<file path="src/hw/rtl/ltfr_pkg.sv">
// shared constants and types of the line terminated frame receiver
// depends on nothing
package ltfr_pkg;

    localparam int BUFFER_DEPTH_DEF = 64;

    localparam int FUNC_W   = 2;
    localparam int BYTE_W   = 8;
    localparam int RIDX_W   = 6;
    localparam int LIMIT_W  = 8;
    localparam int LEN_W    = 6;
    localparam int STATE_W  = 2;
    localparam int TICK_W   = 16;

    localparam logic [FUNC_W-1:0] FUNC_BYTE  = 2'd0;
    localparam logic [FUNC_W-1:0] FUNC_TICK  = 2'd1;
    localparam logic [FUNC_W-1:0] FUNC_CLEAR = 2'd2;
    localparam logic [FUNC_W-1:0] FUNC_READ  = 2'd3;

    localparam logic [STATE_W-1:0] RX_IDLE      = 2'd0;
    localparam logic [STATE_W-1:0] RX_RECEIVING = 2'd1;
    localparam logic [STATE_W-1:0] RX_COMPLETE  = 2'd2;
    localparam logic [STATE_W-1:0] RX_TIMEOUT   = 2'd3;

    localparam logic [BYTE_W-1:0] CHAR_CR = 8'h0D;
    localparam logic [BYTE_W-1:0] CHAR_LF = 8'h0A;

    localparam logic [TICK_W-1:0] TIMEOUT_RESET = 16'd100;

    typedef struct packed {
        logic               read_hit;
        logic [LEN_W-1:0]   frame_length;
        logic               frame_ready;
        logic [STATE_W-1:0] rx_state;
    } res_info_t;

endpackage

</file>
<file path="src/hw/rtl/ltfr_ifs.sv">
// valid/ready channel interfaces: input item, result and configuration
// depends on ltfr_pkg
interface ltfr_item_if;
    logic                          valid;
    logic                          ready;
    logic [ltfr_pkg::FUNC_W-1:0]   func;
    logic [ltfr_pkg::BYTE_W-1:0]   rx_byte;
    logic [ltfr_pkg::RIDX_W-1:0]   read_index;
    logic [ltfr_pkg::LIMIT_W-1:0]  read_limit;

    modport source (output valid, func, rx_byte, read_index, read_limit, input ready);
    modport sink   (input valid, func, rx_byte, read_index, read_limit, output ready);
endinterface

interface ltfr_result_if;
    logic                          valid;
    logic                          ready;
    logic [ltfr_pkg::BYTE_W-1:0]   read_byte;
    logic [ltfr_pkg::LEN_W-1:0]    frame_length;
    logic                          frame_ready;
    logic [ltfr_pkg::STATE_W-1:0]  rx_state;

    modport source (output valid, read_byte, frame_length, frame_ready, rx_state,
                    input ready);
    modport sink   (input valid, read_byte, frame_length, frame_ready, rx_state,
                    output ready);
endinterface

interface ltfr_cfg_if;
    logic                          valid;
    logic                          ready;
    logic [ltfr_pkg::TICK_W-1:0]   timeout_ticks;

    modport source (output valid, timeout_ticks, input ready);
    modport sink   (input valid, timeout_ticks, output ready);
endinterface

</file>
<file path="src/hw/rtl/ltfr_ram.sv">
// generic single write port, single read port ram with registered read
// depends on nothing
module ltfr_ram #(
    parameter int WIDTH = 8,
    parameter int DEPTH = 64
) (
    input  logic                     clk,
    input  logic                     wr_en,
    input  logic [$clog2(DEPTH)-1:0] wr_addr,
    input  logic [WIDTH-1:0]         wr_data,
    input  logic                     rd_en,
    input  logic [$clog2(DEPTH)-1:0] rd_addr,
    output logic [WIDTH-1:0]         rd_data
);

    logic [WIDTH-1:0] mem_reg [DEPTH];
    logic [WIDTH-1:0] rd_data_reg;

    always_ff @(posedge clk)
    begin
        if (wr_en)
        begin
            mem_reg[wr_addr] <= wr_data;
        end
        if (rd_en)
        begin
            rd_data_reg <= mem_reg[rd_addr];
        end
    end

    assign rd_data = rd_data_reg;

endmodule

</file>
<file path="src/hw/rtl/ltfr_ctrl.sv">
// frame control: mode, fill index, ready flag, tick counter and timeout register
// depends on ltfr_pkg; drives the frame store ram ports
module ltfr_ctrl #(
    parameter int BUFFER_DEPTH = ltfr_pkg::BUFFER_DEPTH_DEF
) (
    input  logic                              clk,
    input  logic                              rst_n,
    input  logic                              accept,
    input  logic [ltfr_pkg::FUNC_W-1:0]       func,
    input  logic [ltfr_pkg::BYTE_W-1:0]       rx_byte,
    input  logic [ltfr_pkg::RIDX_W-1:0]       read_index,
    input  logic [ltfr_pkg::LIMIT_W-1:0]      read_limit,
    input  logic                              cfg_we,
    input  logic [ltfr_pkg::TICK_W-1:0]       cfg_data,
    output logic                              wr_en,
    output logic [$clog2(BUFFER_DEPTH)-1:0]   wr_addr,
    output logic [ltfr_pkg::BYTE_W-1:0]       wr_data,
    output logic                              rd_en,
    output logic [$clog2(BUFFER_DEPTH)-1:0]   rd_addr,
    output ltfr_pkg::res_info_t               res
);

    localparam int AW = $clog2(BUFFER_DEPTH);
    localparam int LW = (AW > ltfr_pkg::LIMIT_W) ? AW : ltfr_pkg::LIMIT_W;
    localparam logic [AW-1:0] FILL_LAST = AW'(BUFFER_DEPTH - 1);

    typedef enum logic [ltfr_pkg::STATE_W-1:0] {
        MODE_IDLE      = ltfr_pkg::RX_IDLE,
        MODE_RECEIVING = ltfr_pkg::RX_RECEIVING,
        MODE_COMPLETE  = ltfr_pkg::RX_COMPLETE,
        MODE_TIMEOUT   = ltfr_pkg::RX_TIMEOUT
    } mode_t;

    mode_t                         mode_reg, mode_next;
    logic [AW-1:0]                 fill_reg, fill_next, fill_base;
    logic                          ready_reg, ready_next;
    logic [ltfr_pkg::TICK_W-1:0]   elapsed_reg, elapsed_next, elapsed_inc;
    logic [ltfr_pkg::TICK_W-1:0]   timeout_reg;
    logic [LW-1:0]                 fill_w, limit_w, index_w, len;
    logic                          hit;

    assign fill_w  = LW'(fill_reg);
    assign limit_w = LW'(read_limit);
    assign index_w = LW'(read_index);
    assign elapsed_inc = (elapsed_reg == '1) ? elapsed_reg
                                             : ltfr_pkg::TICK_W'(elapsed_reg + 1'b1);

    always_comb
    begin
        mode_next    = mode_reg;
        fill_next    = fill_reg;
        ready_next   = ready_reg;
        elapsed_next = elapsed_reg;
        fill_base    = fill_reg;
        wr_en        = 1'b0;
        len          = '0;
        hit          = 1'b0;
        if (accept)
        begin
            case (func)
                ltfr_pkg::FUNC_BYTE:
                begin
                    if (mode_reg == MODE_IDLE)
                    begin
                        // new frame
                        fill_base    = '0;
                        elapsed_next = '0;
                        mode_next    = MODE_RECEIVING;
                    end
                    if (fill_base < FILL_LAST)
                    begin
                        wr_en     = 1'b1;
                        fill_next = AW'(fill_base + 1'b1);
                        if (rx_byte == ltfr_pkg::CHAR_CR || rx_byte == ltfr_pkg::CHAR_LF)
                        begin
                            ready_next = 1'b1;
                            mode_next  = MODE_COMPLETE;
                        end
                    end
                    else
                    begin
                        // store full, byte dropped
                        fill_next = '0;
                        mode_next = MODE_IDLE;
                    end
                end
                ltfr_pkg::FUNC_TICK:
                begin
                    elapsed_next = elapsed_inc;
                    if (mode_reg == MODE_RECEIVING && elapsed_inc > timeout_reg)
                    begin
                        mode_next = MODE_TIMEOUT;
                        fill_next = '0;
                    end
                end
                ltfr_pkg::FUNC_CLEAR:
                begin
                    ready_next = 1'b0;
                    mode_next  = MODE_IDLE;
                end
                ltfr_pkg::FUNC_READ:
                begin
                    if (ready_reg)
                    begin
                        len = (fill_w > limit_w) ? limit_w : fill_w;
                        hit = index_w < len;
                    end
                end
                default:
                begin
                end
            endcase
        end
    end

    assign wr_addr = fill_base;
    assign wr_data = rx_byte;
    assign rd_en   = accept && func == ltfr_pkg::FUNC_READ;
    assign rd_addr = AW'(read_index);

    assign res.read_hit     = hit;
    assign res.frame_length = ltfr_pkg::LEN_W'(len);
    assign res.frame_ready  = ready_next;
    assign res.rx_state     = mode_next;

    always_ff @(posedge clk or negedge rst_n)
    begin
        if (!rst_n)
        begin
            mode_reg    <= MODE_IDLE;
            fill_reg    <= '0;
            ready_reg   <= 1'b0;
            elapsed_reg <= '0;
            timeout_reg <= ltfr_pkg::TIMEOUT_RESET;
        end
        else
        begin
            mode_reg    <= mode_next;
            fill_reg    <= fill_next;
            ready_reg   <= ready_next;
            elapsed_reg <= elapsed_next;
            if (cfg_we)
            begin
                timeout_reg <= cfg_data;
            end
        end
    end

endmodule

</file>
<file path="src/hw/rtl/ltfr_out.sv">
// result pipeline: ram read stage and output register with valid/ready handshake
// depends on ltfr_pkg
module ltfr_out (
    input  logic                           clk,
    input  logic                           rst_n,
    input  logic                           accept,
    output logic                           in_ready,
    input  ltfr_pkg::res_info_t            res,
    input  logic [ltfr_pkg::BYTE_W-1:0]    rd_data,
    output logic                           out_valid,
    input  logic                           out_ready,
    output logic [ltfr_pkg::BYTE_W-1:0]    read_byte,
    output logic [ltfr_pkg::LEN_W-1:0]     frame_length,
    output logic                           frame_ready,
    output logic [ltfr_pkg::STATE_W-1:0]   rx_state
);

    logic                          s1_valid_reg;
    ltfr_pkg::res_info_t           s1_res_reg;
    logic                          o_valid_reg;
    logic [ltfr_pkg::BYTE_W-1:0]   o_byte_reg;
    logic [ltfr_pkg::LEN_W-1:0]    o_len_reg;
    logic                          o_ready_reg;
    logic [ltfr_pkg::STATE_W-1:0]  o_state_reg;
    logic                          o_adv;

    assign o_adv    = !o_valid_reg || out_ready;
    assign in_ready = !s1_valid_reg || o_adv;

    always_ff @(posedge clk or negedge rst_n)
    begin
        if (!rst_n)
        begin
            s1_valid_reg <= 1'b0;
            o_valid_reg  <= 1'b0;
        end
        else
        begin
            if (accept)
            begin
                s1_valid_reg <= 1'b1;
            end
            else if (o_adv)
            begin
                s1_valid_reg <= 1'b0;
            end
            if (o_adv)
            begin
                o_valid_reg <= s1_valid_reg;
            end
        end
    end

    always_ff @(posedge clk)
    begin
        if (accept)
        begin
            s1_res_reg <= res;
        end
        if (o_adv && s1_valid_reg)
        begin
            o_byte_reg  <= s1_res_reg.read_hit ? rd_data : '0;
            o_len_reg   <= s1_res_reg.frame_length;
            o_ready_reg <= s1_res_reg.frame_ready;
            o_state_reg <= s1_res_reg.rx_state;
        end
    end

    assign out_valid    = o_valid_reg;
    assign read_byte    = o_byte_reg;
    assign frame_length = o_len_reg;
    assign frame_ready  = o_ready_reg;
    assign rx_state     = o_state_reg;

endmodule

</file>
<file path="src/hw/rtl/line_terminated_frame_receiver.sv">
// Line terminated frame receiver.
// item channel: one beat per command (func): received byte, tick, clear ready
//   flag or read of the frame store at read_index, length clipped to read_limit.
// result channel: exactly one beat per item, in order, carrying read_byte,
//   frame_length, frame_ready and rx_state as they stand after that item.
// cfg channel: writes timeout_ticks (reset 100); always ready, write only
//   while no item is in flight.
// throughput: one item per cycle unless the result side stalls; bytes go into
//   the frame store ram at the accepting edge, reads return in the next cycle
//   through its registered read port.
// result path: each item passes the ram read stage, then the output register,
//   from which the result side takes the beat.
// reset: mode idle, fill index, ready flag and tick counter cleared; the
//   frame store is not cleared and needs no clearing pass.
// stall: a held result keeps its beat; one more item is taken into the read
//   stage, after which item ready drops until the result side moves again.
module line_terminated_frame_receiver #(
    parameter int BUFFER_DEPTH = ltfr_pkg::BUFFER_DEPTH_DEF
) (
    input  logic          clk,
    input  logic          rst_n,
    ltfr_item_if.sink     item,
    ltfr_result_if.source result,
    ltfr_cfg_if.sink      cfg
);

    localparam int AW = $clog2(BUFFER_DEPTH);

    logic                          accept;
    logic                          stage_ready;
    logic                          wr_en;
    logic [AW-1:0]                 wr_addr;
    logic [ltfr_pkg::BYTE_W-1:0]   wr_data;
    logic                          rd_en;
    logic [AW-1:0]                 rd_addr;
    logic [ltfr_pkg::BYTE_W-1:0]   rd_data;
    ltfr_pkg::res_info_t           res;

    assign item.ready = stage_ready;
    assign accept     = item.valid && stage_ready;
    assign cfg.ready  = 1'b1;

    ltfr_ctrl #(
        .BUFFER_DEPTH (BUFFER_DEPTH)
    ) u_ctrl (
        .clk        (clk),
        .rst_n      (rst_n),
        .accept     (accept),
        .func       (item.func),
        .rx_byte    (item.rx_byte),
        .read_index (item.read_index),
        .read_limit (item.read_limit),
        .cfg_we     (cfg.valid),
        .cfg_data   (cfg.timeout_ticks),
        .wr_en      (wr_en),
        .wr_addr    (wr_addr),
        .wr_data    (wr_data),
        .rd_en      (rd_en),
        .rd_addr    (rd_addr),
        .res        (res)
    );

    ltfr_ram #(
        .WIDTH (ltfr_pkg::BYTE_W),
        .DEPTH (BUFFER_DEPTH)
    ) u_store (
        .clk     (clk),
        .wr_en   (wr_en),
        .wr_addr (wr_addr),
        .wr_data (wr_data),
        .rd_en   (rd_en),
        .rd_addr (rd_addr),
        .rd_data (rd_data)
    );

    ltfr_out u_out (
        .clk          (clk),
        .rst_n        (rst_n),
        .accept       (accept),
        .in_ready     (stage_ready),
        .res          (res),
        .rd_data      (rd_data),
        .out_valid    (result.valid),
        .out_ready    (result.ready),
        .read_byte    (result.read_byte),
        .frame_length (result.frame_length),
        .frame_ready  (result.frame_ready),
        .rx_state     (result.rx_state)
    );

endmodule

</file>
<file path="src/flat_wrapper.sv">
// flat-port wrapper written by rule: the top's interface ports become plain ports
module line_terminated_frame_receiver_flat 
#(
    parameter int BUFFER_DEPTH = ltfr_pkg::BUFFER_DEPTH_DEF
)
  (clk, rst_n, item_valid, item_func, item_rx_byte, item_read_index, item_read_limit, item_ready, result_valid, result_read_byte, result_frame_length, result_frame_ready, result_rx_state, result_ready, cfg_valid, cfg_timeout_ticks, cfg_ready);
  ltfr_item_if item_i ();
  ltfr_result_if result_i ();
  ltfr_cfg_if cfg_i ();
  input  logic clk;
  input  logic rst_n;
  input wire logic [$bits(item_i.valid)-1:0] item_valid;
  input wire logic [$bits(item_i.func)-1:0] item_func;
  input wire logic [$bits(item_i.rx_byte)-1:0] item_rx_byte;
  input wire logic [$bits(item_i.read_index)-1:0] item_read_index;
  input wire logic [$bits(item_i.read_limit)-1:0] item_read_limit;
  output wire logic [$bits(item_i.ready)-1:0] item_ready;
  output wire logic [$bits(result_i.valid)-1:0] result_valid;
  output wire logic [$bits(result_i.read_byte)-1:0] result_read_byte;
  output wire logic [$bits(result_i.frame_length)-1:0] result_frame_length;
  output wire logic [$bits(result_i.frame_ready)-1:0] result_frame_ready;
  output wire logic [$bits(result_i.rx_state)-1:0] result_rx_state;
  input wire logic [$bits(result_i.ready)-1:0] result_ready;
  input wire logic [$bits(cfg_i.valid)-1:0] cfg_valid;
  input wire logic [$bits(cfg_i.timeout_ticks)-1:0] cfg_timeout_ticks;
  output wire logic [$bits(cfg_i.ready)-1:0] cfg_ready;
  assign item_i.valid = item_valid;
  assign item_i.func = item_func;
  assign item_i.rx_byte = item_rx_byte;
  assign item_i.read_index = item_read_index;
  assign item_i.read_limit = item_read_limit;
  assign item_ready = item_i.ready;
  assign result_valid = result_i.valid;
  assign result_read_byte = result_i.read_byte;
  assign result_frame_length = result_i.frame_length;
  assign result_frame_ready = result_i.frame_ready;
  assign result_rx_state = result_i.rx_state;
  assign result_i.ready = result_ready;
  assign cfg_i.valid = cfg_valid;
  assign cfg_i.timeout_ticks = cfg_timeout_ticks;
  assign cfg_ready = cfg_i.ready;
  line_terminated_frame_receiver #(.BUFFER_DEPTH(BUFFER_DEPTH)) u_core (.clk(clk), .rst_n(rst_n), .item(item_i), .result(result_i), .cfg(cfg_i));
endmodule
</file>
<file path="config.mk">
export PLATFORM = sky130hd
export DESIGN_NAME = line_terminated_frame_receiver_flat
export DESIGN_NICKNAME = d
export VERILOG_FILES = /design/src/hw/rtl/ltfr_pkg.sv /design/src/hw/rtl/ltfr_ifs.sv /design/src/hw/rtl/ltfr_ram.sv /design/src/hw/rtl/ltfr_ctrl.sv /design/src/hw/rtl/ltfr_out.sv /design/src/hw/rtl/line_terminated_frame_receiver.sv /design/src/flat_wrapper.sv
export SDC_FILE = /design/constraint.sdc
export NUM_CORES = 1
export LEC_CHECK = 0
export ABC_AREA = 0
export BUFFER_PORTS_ARGS = -buffer_cell sky130_fd_sc_hd__buf_2
export CAP_MARGIN = 20
export CORE_ASPECT_RATIO = 0.6
export CORE_UTILIZATION = 60
export CTS_BUF_LIST = sky130_fd_sc_hd__clkbuf_16
export DETAILED_ROUTE_END_ITERATION = 10
export GPL_TIMING_DRIVEN = 0
export HOLD_SLACK_MARGIN = 0.1
export PLACE_DENSITY = 0.81
export SYNTH_ARGS = -nofsm -noshare
export SYNTH_HDL_FRONTEND = slang
export SYNTH_SLANG_ARGS = --single-unit
export TNS_END_PERCENT = 20
</file>
<file path="constraint.sdc">
create_clock -name clk -period 5.2 [get_ports clk]
set_input_delay 0.78 -clock clk [delete_from_list [all_inputs] [get_ports clk]]
set_output_delay 0.78 -clock clk [all_outputs]
set_load 0.005 [all_outputs]
</file>
# --- Yosys cells after proc, flatten, opt, wreduce, memory -nomap -nowiden ---
# Memory sizes are Yosys's and may differ from the RTL's. A register that Yosys moved wholly into a read port is not among the register bits.
# Index checks and enable logic that the tools add are counted.
# Widths: inputs -> output; s select.
op_classes:
  add_sub_neg: 2
  order_cmp: 4
  eq_ne: 9
  muxes: 29
  n_reduce_logical: 16
op_table:
  columns: ["cell", "n"]
  rows:
  - ["$mux 6", 7]
  - ["$mux 16", 2]
  - ["$pmux 16 s2", 1]
  - ["$add 16x1->16 const B", 1]
  - ["$eq 16x16->1 const B", 1]
  - ["$eq 8x4->1 const B", 2]
  - ["$gt 16x16->1", 1]
  - ["$pmux 6 s2", 1]
  - ["$mux 1", 10]
  - ["$mux 2", 5]
  - ["$gt 6x8->1", 1]
  - ["$lt 6x8->1", 1]
  - ["$mux 8", 1]
  - ["$add 6x1->6 const B", 1]
  - ["$lt 6x6->1 const B", 1]
  - ["$pmux 2 s3", 1]
  - ["$reduce_and 3->1", 2]
  - ["$eq 2x1->1 const B", 2]
  - ["$eq 2x2->1 const B", 2]
  - ["$logic_and 1x1->1", 4]
  - ["$logic_not 2->1", 2]
  - ["$ne 2x2->1 const B", 2]
  - ["$reduce_bool 2->1", 2]
  - ["$logic_or 1x1->1", 3]
  - ["3 further kinds", 4]
totals:
  regBits: 70
  mem_bits_rw: 512
  input_bits: 45
  out_inout_bits: 20
  n_memories: 1
mem_list:
  columns: ["memory", "words", "word_bits", "rd", "rd_clocked_by_memory_dff", "wr", "line_no", "source"]
  rows:
  - ["u_core.u_store.mem_reg", 64, 8, 1, 1, 1, "ltfr_ram.sv:16", "logic [WIDTH-1:0] mem_reg [DEPTH];"]

# --- Longest topological paths before layout ---
# Gate-level depths: netlist of run 1.
depth:
  ltp_word: 11
  ltp_mapped: 14

# --- By module ---
# Synthesis of run 1 repeated with hierarchy kept, for this count alone.
unflattened:
  cells_unflattened: 1356
  area_unflattened_um2: 24393.4
by_module_without_submodules:
  columns: ["module", "n_inst", "cells_each", "area_per_inst_um2", "seq_area_each_um2"]
  rows:
  - ["ltfr_ram", 1, 940, 20246.9, 15615.0]
  - ["ltfr_ctrl", 1, 370, 3181.8, 1029.7]
  - ["ltfr_out", 1, 43, 947.2, 860.8]
  - ["line_terminated_frame_receiver", 1, 3, 17.5, 0.0]

# --- Worst setup path before layout of run 1 ---
# No wires, ideal clock.
synth_timing:
  kind: "reg-to-reg"
  startpoint: "register u_core.u_ctrl.elapsed_reg[6] (netlist name)"
  endpoint: "register u_core.u_ctrl.fill_reg[5]"
  arrival_time_ps: 3299
  t_required_ps: 5104
  slack_ps: 1805
  path_stages_with_launch: 15
  path_buffers: 2
  path_cell_list: "dfrtp_1 -> clkbuf_2 -> and4_1 -> and4_1 -> clkbuf_2 -> and3_1 -> nand2_1 -> mux2_2 -> ha_1 -> nand2_1 -> o21ai_0 -> or3b_2 -> o311ai_1 -> o21ai_0 -> o31ai_1"
synth_between:
  elab_chain_cells: 6
synth_rtl:
  columns: ["item", "line_no", "source"]
  rows:
  - ["start: declaration", "ltfr_ctrl.sv:37", "logic [ltfr_pkg::TICK_W-1:0] elapsed_reg, elapsed_next, elapsed_inc;"]
  - ["start signal: assignment", "ltfr_ctrl.sv:141", "elapsed_reg <= elapsed_next;"]
  - ["$add 16x1->16 or $eq 16x16->1 (tied branches)", "ltfr_ctrl.sv:46, ltfr_ctrl.sv:45", null]
  - ["$mux 16 (*)", "ltfr_ctrl.sv:45", "assign elapsed_inc = (elapsed_reg == '1) ? elapsed_reg"]
  - ["$gt 16x16->1 (*)", "ltfr_ctrl.sv:90", "if (mode_reg == MODE_RECEIVING && elapsed_inc > timeout_reg)"]
  - ["$logic_and 1x1->1 (*)", "ltfr_ctrl.sv:90", null]
  - ["$ne 2x2->1 (no source line) (*)", null, null]
  - ["$reduce_and 3->1 (no source line) (*)", null, null]
  - ["end signal: assignment", "ltfr_ctrl.sv:139", "fill_reg <= fill_next;"]
  - ["end: declaration", "ltfr_ctrl.sv:35", "logic [AW-1:0] fill_reg, fill_next, fill_base;"]
# Every way passes the cells marked *; elsewhere a longest branch is shown, timed or not.
# A chain may end at the register's enable or synchronous reset.

# --- Final worst setup path of run 1 ---
layout_timing:
  startpoint: "register u_core.u_ctrl.mode_reg[1]"
  endpoint: "memory u_core.u_store.mem_reg[37][6] (enable)"
layout_between:
  elab_chain_cells: 10
layout_rtl:
  columns: ["item", "line_no", "source"]
  rows:
  - ["start: declaration", "ltfr_ctrl.sv:34", "mode_t mode_reg, mode_next;"]
  - ["start signal: assignment", "ltfr_ctrl.sv:138", "mode_reg <= mode_next;"]
  - ["$logic_not 2->1 (*)", "ltfr_ctrl.sv:63", "if (mode_reg == MODE_IDLE)"]
  - ["$mux 6 (*)", "ltfr_ctrl.sv:63", null]
  - ["$mux 6 (*)", "ltfr_ctrl.sv:60", "case (func)"]
  - ["$mux 6 (*)", "ltfr_ctrl.sv:58", "if (accept)"]
  - ["$lt 6x6->1", "ltfr_ctrl.sv:70", "if (fill_base < FILL_LAST)"]
  - ["$mux 1", "ltfr_ctrl.sv:70", null]
  - ["$mux 1", "ltfr_ctrl.sv:60", null]
  - ["$mux 1", "ltfr_ctrl.sv:58", null]
  - ["$mux 1", "ltfr_ram.sv:21", "if (wr_en)"]
  - ["$mux 1 (not written as such)", "ltfr_ram.sv:23", "mem_reg[wr_addr] <= wr_data;"]
  - ["end: declaration", "ltfr_ram.sv:16", null]
# Every way passes the cells marked *; elsewhere a longest branch is shown, timed or not. The select of a mux whose other input is x is not followed.

==> results of run 1 <==
## layout make-up
class	instances	area (um2)	share of cell area, %
timing repair buffer	75	533	2.00
buffer	63	274	1.03
antenna	1	2.50	0.00938
sequential	590	17500	65.7
multi-input combinational	572	6020	22.6
inverter	23	86.3	0.324
clock buffer	53	1330	4.97
clock inverter	39	267	0.999
tap	522	653	2.45
## Yosys cell counts, types with 2 or more instances
| cell | count |
|---|---|
| edfxtp_1 | 547 |
| mux4_2 | 160 |
| nor2_1 | 99 |
| nand2_1 | 54 |
| dfrtp_1 | 40 |
| clkbuf_1 | 36 |
| o21ai_0 | 36 |
| ha_1 | 29 |
| a21oi_1 | 23 |
| inv_1 | 23 |
| nand3_1 | 17 |
| nor3_1 | 16 |
| o22ai_1 | 16 |
| buf_2 | 13 |
| and2_1 | 10 |
| nand2b_1 | 10 |
| nand4_1 | 9 |
| xnor2_1 | 9 |
| and3_1 | 8 |
| buf_1 | 7 |
| o31ai_1 | 7 |
| mux2i_1 | 6 |
| a21o_1 | 5 |
| a31oi_1 | 5 |
| buf_4 | 5 |
| nand3b_1 | 5 |
| nor2b_1 | 4 |
| nor4_1 | 4 |
| xor2_1 | 4 |
| and4_1 | 3 |
| dfstp_2 | 3 |
| mux2_2 | 3 |
| nand4b_1 | 3 |
| or2_2 | 3 |
| a211o_1 | 2 |
| a22o_1 | 2 |
| clkbuf_2 | 2 |
| o211ai_1 | 2 |
| o41ai_1 | 2 |
## placed cells by master, fill, tap and decap left out, types with 9 or more instances in the layout
| cell type | instances |
|---|---|
| nand2b_1 | 10 |
| dfrtp_1 | 40 |
| xnor2_1 | 9 |
| nor2_1 | 99 |
| clkbuf_16 | 53 |
| nand4_1 | 9 |
| clkinv_1 | 10 |
| o22ai_1 | 16 |
| mux4_2 | 160 |
| clkinv_2 | 12 |
| nor3_1 | 16 |
| nand3_1 | 17 |
| ha_1 | 29 |
| a21oi_1 | 23 |
| and2_1 | 10 |
| nand2_1 | 54 |
| inv_1 | 36 |
| buf_12 | 9 |
| o21ai_0 | 36 |
| clkbuf_1 | 36 |
| edfxtp_1 | 547 |
| buf_2 | 75 |
## worst paths after layout
| check | start | end | cells past startpoint |
|---|---|---|---|
| worst max-delay path | u_core.u_ctrl.mode_reg[1] | u_core.u_store.mem_reg[37][6] | 11 |
| worst min-delay path | rst_n | u_core.u_ctrl.elapsed_reg[6] | 1 |
| worst max register to register | u_core.u_ctrl.mode_reg[1] | u_core.u_store.mem_reg[37][6] | 11 |
| worst min register to register | u_core.u_out.s1_res_reg[2] | u_core.u_out.frame_ready | 0 |
| max in group asynchronous | rst_n | u_core.u_ctrl.timeout_reg[2] | 2 |
| min in group clk | cfg_timeout_ticks[15] | u_core.u_ctrl.timeout_reg[15] | 3 |
## power by group through the flow
stage	Sequential (mW)	Clock, mW	Combinational (mW)
after floorplan	5.35	0	0.343
after global placement	5.36	0	0.576
after detailed placement	5.36	0	0.609
final	5.26	3.71	0.643
after CTS	5.26	3.72	0.617
after global routing	5.26	3.89	0.683
## kinds of logic after synthesis
group                    share of synthesized area, %
flip-flops                                       73.3
buffers and inverters                            1.51
other                                          0.0157
multiplexers                                     15.5
AO/OA/AOI/OAI                                    2.87
XOR/XNOR                                        0.477
AND/OR/NAND/NOR                                  4.83
adder cells (fa/ha/maj)                          1.52
## critical path, delay by kind of cell (launching register included)
kind	cells	cell delay, ps
adders and majority gates	1	220
buffers and inverters	2	230
DFF	1	430
and+or+nand+nor	8	3150
## through the flow
stage	total power [mW]	worst slack, ps	utilization [%]
floorplan	5.70	1810	-
global placement	5.94	1070	63.4
detailed placement	5.97	911	63.7
CTS	9.59	880	67.7
global route	9.83	486	68.1
finish	9.61	783	68.1
## layer usage
layer / global-route usage (%) / up-vias / wire (um)
li1: - / 5318 / -
met1: 44.7 / 6629 / 23800
met3: 13.0 / 114 / 9250
met2: 41.6 / 961 / 24900
met4: 7.37 / 2 / 1460
met5: 0 / - / 12
==> flow_summary.yaml, run 1 <==
grt:
  grt_use_total_pct: 30.2
  grt_pass1_wl_um: 85800
  antenna_found_initial: 2
  grt_pass1_vias: 12800
  grt-ovfl-total: 0
  grt_start_max_net_pins: 66
detailed_routing:
  routed-via-count: 13000
  drt_iter0_drc: 2026
  ant_nets: 0
  via_per_inst: 6.72
  drc: 0
  dr.pass1.iters: 5
  wirelength_um: 59400
  wl_per_cell_um: 30.7
critical_path:
  worst-setup-path-type: "reg2reg"
  arrival_ps: 4610
  cp_cell_sequence: "or2_2 -> clkbuf_1 -> nand2_1 -> inv_1 -> ha_1 -> and3_1 -> and3_1 -> or4_1 -> nor3_1 -> nand3_1 -> nor2_1"
  cp_slowest_stage_delay_ps: 930
  crit_path_max_fanout: 8
  critPathRequiredTime_ps: 5390
  critPathLaunchType: "flop"
  cpMaxStageDelayCell: "nor2_1"
  crit_top_cell: "and3_1"
  rrSetupSlack_ps: 780
  end_kind: "flop"
finish:
  final_cell_area_um2: 26700
  nFillCells: 2383
  final_nets: 1449
  syn_to_final_growth_pct: 11.6
  largest_register_ffs: 512
  layout-drive-gt1-share_pct: 23.7
  finalNonFillerCells: 1938
place:
  numPlacedInstances: 1837
  place_congestion: 0.875
  dpl_cell_area_um2: 24900
  hpwl_um: 38600
  io_buffers: 62
run:
  drv_cap: 0
timing:
  slew_viol_final: 0
  fin_setup_tns_ps: 0
  fin_crit_sh_pct: 84.9
  setup_violations: 0
  max_clock_freq_ghz: 0.226
  final_hold_viol_count: 0
  hold_ws_ps: 92.9
  layout_min_cycle_time_ps: 4420
  relSlewSlack_pct: 18.6
  fin_worst_skew_ps: 25.9
  tightestPinTransition_ps: 1220
  rsz0062_at_grt: "false"
clock_network:
  cts_tree: "done"
  cts_resized: 0
  root_buffer: "clkbuf_16"
  htree_levels: 2
  cts_setup_buffers: 0
  clk_path_buf_depth: 3
  cts_buffers: 50
  clkTransAtPathRegs_ps: 70
  insertion_delay_ps: 580
  cts_sinks: 590
  hold_buffers: 0
power_and_ir_drop:
  comb_power_share_pct: 6.7
  switchingPower_mw: 2.10
  p_leak_nw: 8.86
  powerDensity_nw_per_um2: 360
  ir_worst_vdd_v: 0.000316
  power_frac_seq_pct: 54.7
  p_sw_share_pct: 21.9
  p_clk_share_pct: 38.6
  internal_power_mw: 7.51
synthesis:
  ys_ff_latch: 590
  synthFlopType: "edfxtp_1"
  synth_top_area_cell: "edfxtp_1"
  synth_edf_count: 547
  synth_cells: 1248
  syn_nets: 1322
  yosysWarningCount: 0
  yosysSeqAreaShare_pct: 73.3
  ys_async_sr_fraction_pct: 7.29
  netlist_top_cells_area: "edfxtp_1 (69%), mux4_2 (15%), dfrtp_1 (4.2%)"
  synth_top_cell_area_share_pct: 68.8
  synthesis.area_um2: 23900
  synth.distinct_cells: 55
  synth.avg_cell_area_um2: 19.1
status:
  status: "completed"
floorplanning:
  dieArea_um2: 40600
  core_area_um2: 39200
  start_util_pct: 61.0
  io_pins: 65
  rows: 56
  fp.dieH_um: 157
  dieWidth_um: 260
worst_hold_path:
  hold_path.class: "in2async"
No activity file was read; power rests on OpenSTA's default activity.
==> run 2: changes to the inputs <==
CORE_UTILIZATION = 56   (was 60)
PLACE_DENSITY = 0.8   (was 0.81)
clock period = 4 ns   (was 5.2 ns; I/O delays follow)
==> run 2 against run 1 <==
Against the previous run: via count increased by 1.3%; clock power increased by 31%; sequential power increased by 30%; clock skew decreased by 2.9 ps; critical endpoint is now u_core.u_store.mem_reg[55][1]; sequential share of layout area decreased by 1.6 points; cell area increased by 2.5%; global-route usage decreased by 2.7 points; final cell count increased by 2.6%; non-clock buffer count increased by 3; die area increased by 7.1%; hold slack improved by 120 ps; core utilization decreased by 2.9 points.
==> flow_summary.yaml, run 2 (same netlist as run 1, synthesis figures left out) <==
finish:
  ff_latch_area_um2: 17500
  largest_register_ffs: 512
  nFillCells: 2734
  layout-drive-gt1-share_pct: 28.7
  syn_to_final_growth_pct: 14.4
  final_nets: 1452
  final_cell_area_um2: 27300
  multi_input_area_um2: 6540
  layout_common_cells: "edfxtp_1 (547), mux4_2 (160), buf_2 (75), nor2_4 (53), clkbuf_16 (53)"
  mostFrequentLayoutCell: "edfxtp_1"
  diodes: 0
floorplanning:
  dieArea_um2: 43500
  start_util_pct: 56.9
  dieWidth_um: 269
  core_area_um2: 41900
  fp.dieH_um: 162
  rows: 58
  io_pins: 65
critical_path:
  arrival_ps: 4230
  rrSetupSlack_ps: 4
  crit_path_max_fanout: 8
  rr_worst_depth: 11
  critPathRequiredTime_ps: 4240
  rr_startpoint: "u_core.u_ctrl.mode_reg[1]"
  worst-setup-path-type: "reg2reg"
  critPathLaunchType: "flop"
  worst_r2r_endpoint: "u_core.u_store.mem_reg[55][1]"
  end_kind: "flop"
timing:
  slew_viol_final: 0
  rsz0062_at_grt: "true"
  setup_ws_ps: 3.78
  fin_worst_skew_ps: 23.0
  final_hold_viol_count: 0
  fin_setup_tns_ps: 0
  fin_crit_sh_pct: 99.9
  layout_min_cycle_time_ps: 4000
  tightestPinTransition_ps: 1120
  setup_violations: 0
  hold_ws_ps: 209
  relSlewSlack_pct: 24.7
  max_clock_freq_ghz: 0.250
clock_network:
  cts_sinks: 590
  cts_tree: "done"
  clk_path_buf_depth: 3
  root_buffer: "clkbuf_16"
  clkTransAtPathRegs_ps: 70
  htree_levels: 2
  cts_buffers: 50
  insertion_delay_ps: 600
run:
  drv_cap: 0
power_and_ir_drop:
  powerDensity_nw_per_um2: 458
  p_leak_nw: 8.93
  ir_worst_vdd_v: 0.000345
detailed_routing:
  wl_per_cell_um: 29.5
  via_per_inst: 6.63
  drc: 0
  drt_iter0_drc: 2121
  ant_nets: 0
  routed-via-count: 13200
  dr.pass1.iters: 7
  wirelength_um: 58700
worst_hold_path:
  hold_depth: 2
  holdPathEnd: "u_core.u_out.s1_valid_reg"
  hold_path.class: "in2reg"
  min_from: "item_valid"
place:
  hpwl_um: 38200
  dpl_cell_area_um2: 25000
  pre_cts_ws_ps: -328
  io_buffers: 62
  place_congestion: 0.915
status:
  status: "completed"
grt:
  grt_pass1_vias: 12800
  grt_pass1_wl_um: 85000
  grt_use_total_pct: 27.5
  grt-ovfl-total: 0
  grt_start_max_net_pins: 67
  antenna_found_initial: 1
run 2: metal layers:
metal / vias up / wire [um] / global-route usage (%)
met2: 963 / 25500 / 38.4
met1: 6807 / 23800 / 43.4
met4: 2 / 1050 / 6.22
met3: 91 / 8320 / 7.60
li1: 5334 / - / -
met5: - / 11 / 0
run 2: final cells by class:
| cell class | instances | share of cell area [%] |
|---|---|---|
| plain buffers | 63 | 1.00 |
| clock buffers | 53 | 4.85 |
| clock inverters | 40 | 1.03 |
| inverters | 23 | 0.316 |
| multi-input cells | 572 | 23.9 |
| flip-flops and latches | 590 | 64.1 |
| well taps | 570 | 2.61 |
| repair buffers | 78 | 2.19 |
run 2: worst max-delay path, cell delays in order (launching register included):
cell and delay (ps):
dfrtp_1 430, or2_2 310, clkbuf_1 210, nand2_1 170, inv_1 60, ha_1 230
and3_1 220, and3_1 250, or4_1 550, nor2_2 410, nand3_4 380, nor2_4 410
run 2: report_power, final:
group          total, mW  internal [mW]  switching (mW)
combinational      0.836          0.321           0.515
sequential          6.84           6.80          0.0370
clock               4.86           2.65            2.21
run 2: worst max path at each step:
| stage | startpoint | to | cells past startpoint |
|---|---|---|---|
| after floorplan | u_core.u_ctrl.elapsed_reg[6] | u_core.u_ctrl.fill_reg[5] | 14 |
| after global placement | u_core.u_ctrl.mode_reg[1] | u_core.u_store.mem_reg[13][3] | 11 |
| after global routing | u_core.u_ctrl.mode_reg[1] | u_core.u_store.mem_reg[55][1] | 11 |
| final | u_core.u_ctrl.mode_reg[1] | u_core.u_store.mem_reg[55][1] | 11 |
| after detailed placement | u_core.u_ctrl.mode_reg[1] | u_core.u_store.mem_reg[61][2] | 11 |
| after CTS | u_core.u_ctrl.mode_reg[1] | u_core.u_store.mem_reg[63][2] | 11 |
run 2: repair_timing:
item	in CTS	in global routing
hold endpoints to repair	0	7
setup buffers	0	3
setup endpoints to repair	430	455
gates resized for setup	63	70
hold buffers	0	1
pin swaps	0	4
run 2: per-stage QoR:
step                instances  total power, mW  utilization, %
detailed placement       1884             7.75            59.5
floorplan                1248             7.41               -
global placement         1880             7.71            59.4
CTS                      1977             12.5            63.8
finish                   1989             12.5            65.1
global route             1989             12.8            65.1
==> run 3: changes to the inputs <==
CORE_MARGIN = 2   (was unset)
PLACE_DENSITY = 0.76   (was 0.8)
==> run 3 against run 2 <==
Against the previous run: the flow now finishes with violations (negative setup slack); critical path depth down 2; non-clock buffer count down 5; fmax down 1.7%; core utilization down 0.44 points; power up 0.75%; register-to-register slack worse by 70 ps; clock skew up 3.1 ps; cell area down 0.67%; largest power group unchanged.
==> flow_summary.yaml, run 3 (same netlist as run 1, synthesis figures left out) <==
status:
  status: "finished with violations"
  violations: "negative setup slack"
clock_network:
  cts_tree: "done"
  htree_levels: 2
  insertion_delay_ps: 600
  clkTransAtPathRegs_ps: 70
  cts_sinks: 590
  root_buffer: "clkbuf_16"
  clk_path_buf_depth: 3
  cts_setup_buffers: 0
  cts_buffers: 51
critical_path:
  end_kind: "flop"
  rr_worst_depth: 9
  arrival_ps: 4280
  crit_path_max_fanout: 8
  worst-setup-path-type: "reg2reg"
  rrSetupSlack_ps: -60
  critPathLaunchType: "flop"
  critPathRequiredTime_ps: 4220
timing:
  fin_crit_sh_pct: 102
  fin_worst_skew_ps: 26.1
  relSlewSlack_pct: 16.9
  setup_ws_ps: -64.1
  slew_viol_final: 0
  fin_setup_tns_ps: -3730
  tightestPinTransition_ps: 1240
  hold_ws_ps: 222
  final_hold_viol_count: 0
  rsz0062_at_grt: "true"
  setup_violations: 140
  layout_min_cycle_time_ps: 4060
  max_clock_freq_ghz: 0.246
finish:
  largest_register_ffs: 512
  final_nets: 1448
  layout-drive-gt1-share_pct: 28.7
  syn_to_final_growth_pct: 13.6
  layout_common_cells: "edfxtp_1 (547), mux4_2 (160), buf_2 (75), nand2_1 (52), clkbuf_16 (52)"
  diodes: 0
  finalNonFillerCells: 1986
  final_cell_area_um2: 27100
  mostFrequentLayoutCell: "edfxtp_1"
place:
  numPlacedInstances: 1883
  dpl_cell_area_um2: 25000
  io_buffers: 62
  place_congestion: 0.909
  hpwl_um: 38400
grt:
  grt_pass1_wl_um: 84400
  grt_start_max_net_pins: 66
  grt_use_total_pct: 26.7
  grt-ovfl-total: 0
  grt_pass1_vias: 12400
  antenna_found_initial: 3
detailed_routing:
  drc: 0
  routed-via-count: 12900
  ant_nets: 0
  dr.pass1.iters: 5
  wirelength_um: 58000
  wl_per_cell_um: 29.2
  via_per_inst: 6.50
  drt_iter0_drc: 1605
floorplanning:
  dieWidth_um: 271
  fp.dieH_um: 164
  dieArea_um2: 44400
  start_util_pct: 56.9
  core_area_um2: 41900
  io_pins: 65
  rows: 58
power_and_ir_drop:
  total_power_mw: 12.6
  powerDensity_nw_per_um2: 465
  ir_worst_vdd_v: 0.000371
  p_leak_nw: 8.87
run:
  drv_cap: 0
worst_hold_path:
  hold_depth: 3
  hold_path.class: "in2reg"
-- run 3: cell types whose count changed in the layout (fill, tap and decap cells not counted), moves of 3 or more --
cell	delta
nor2_2	+27
nand2_1	+3
buf_12	-3
inv_1	-4
nor2_4	-28
clkinv_2	+4
nand2_4	-4
-- run 3: final cells by class --
| class | instances | area (um2) |
|---|---|---|
| Timing Repair Buffer | 73 | 515 |
| Tap cell | 570 | 713 |
| Sequential cell | 590 | 17500 |
| Multi-Input combinational cell | 572 | 6380 |
| Inverter | 23 | 86.3 |
| Buffer | 63 | 274 |
| Clock buffer | 52 | 1300 |
| Fill cell | 2825 | 14800 |
| Clock inverter | 43 | 360 |
-- run 3: final timing paths --
| check | startpoint | end |
|---|---|---|
| worst max-delay path | u_core.u_ctrl.mode_reg[1] | u_core.u_store.mem_reg[38][6] |
| worst min-delay path | cfg_timeout_ticks[4] | u_core.u_ctrl.timeout_reg[4] |
| worst max register to register | u_core.u_ctrl.mode_reg[1] | u_core.u_store.mem_reg[38][6] |
| worst min register to register | u_core.u_out.s1_res_reg[5] | u_core.u_out.frame_length[2] |
| max in group asynchronous | rst_n | u_core.u_ctrl.timeout_reg[2] |
| min in group asynchronous | rst_n | u_core.u_ctrl.elapsed_reg[4] |
-- run 3: through the flow --
step                      setup WS (ps)  utilization (%)
after global placement             -222             59.4
after floorplan                     605                -
after global routing               -167             64.7
after detailed placement           -249             59.5
after CTS                          -189             63.7
final                             -64.1             64.7
-- run 3: repair_timing --
action                                  CTS  global route
pin swaps                                 0             2
gates resized for setup                  38            60
hold endpoints to repair                  0            22
hold buffers                              0             1
endpoints found under the setup margin  324           440
-- run 3: power by group --
group / switching, mW / internal (mW)
combinational: 0.518 / 0.321
clock: 2.24 / 2.70
sequential: 0.0374 / 6.80
total: 2.80 / 9.82
-- run 3: worst max-delay path, cell delays in order, from the launching register on --
cell and delay, ps:
dfrtp_1 420, nor2_1 440, nor2_1 150, ha_1 290, and3_1 210, and3_1 230
or4_1 490, nor2_1 270, nand2_1 550, nor2_2 650
-- run 3: per-layer routing --
metal	global-route usage, %	vias to the layer above	wire [um]
met2	36.6	816	24400
met3	10.3	98	8340
met5	0	-	0
met1	41.1	6669	24200
met4	5.55	0	1100
li1	-	5324	-
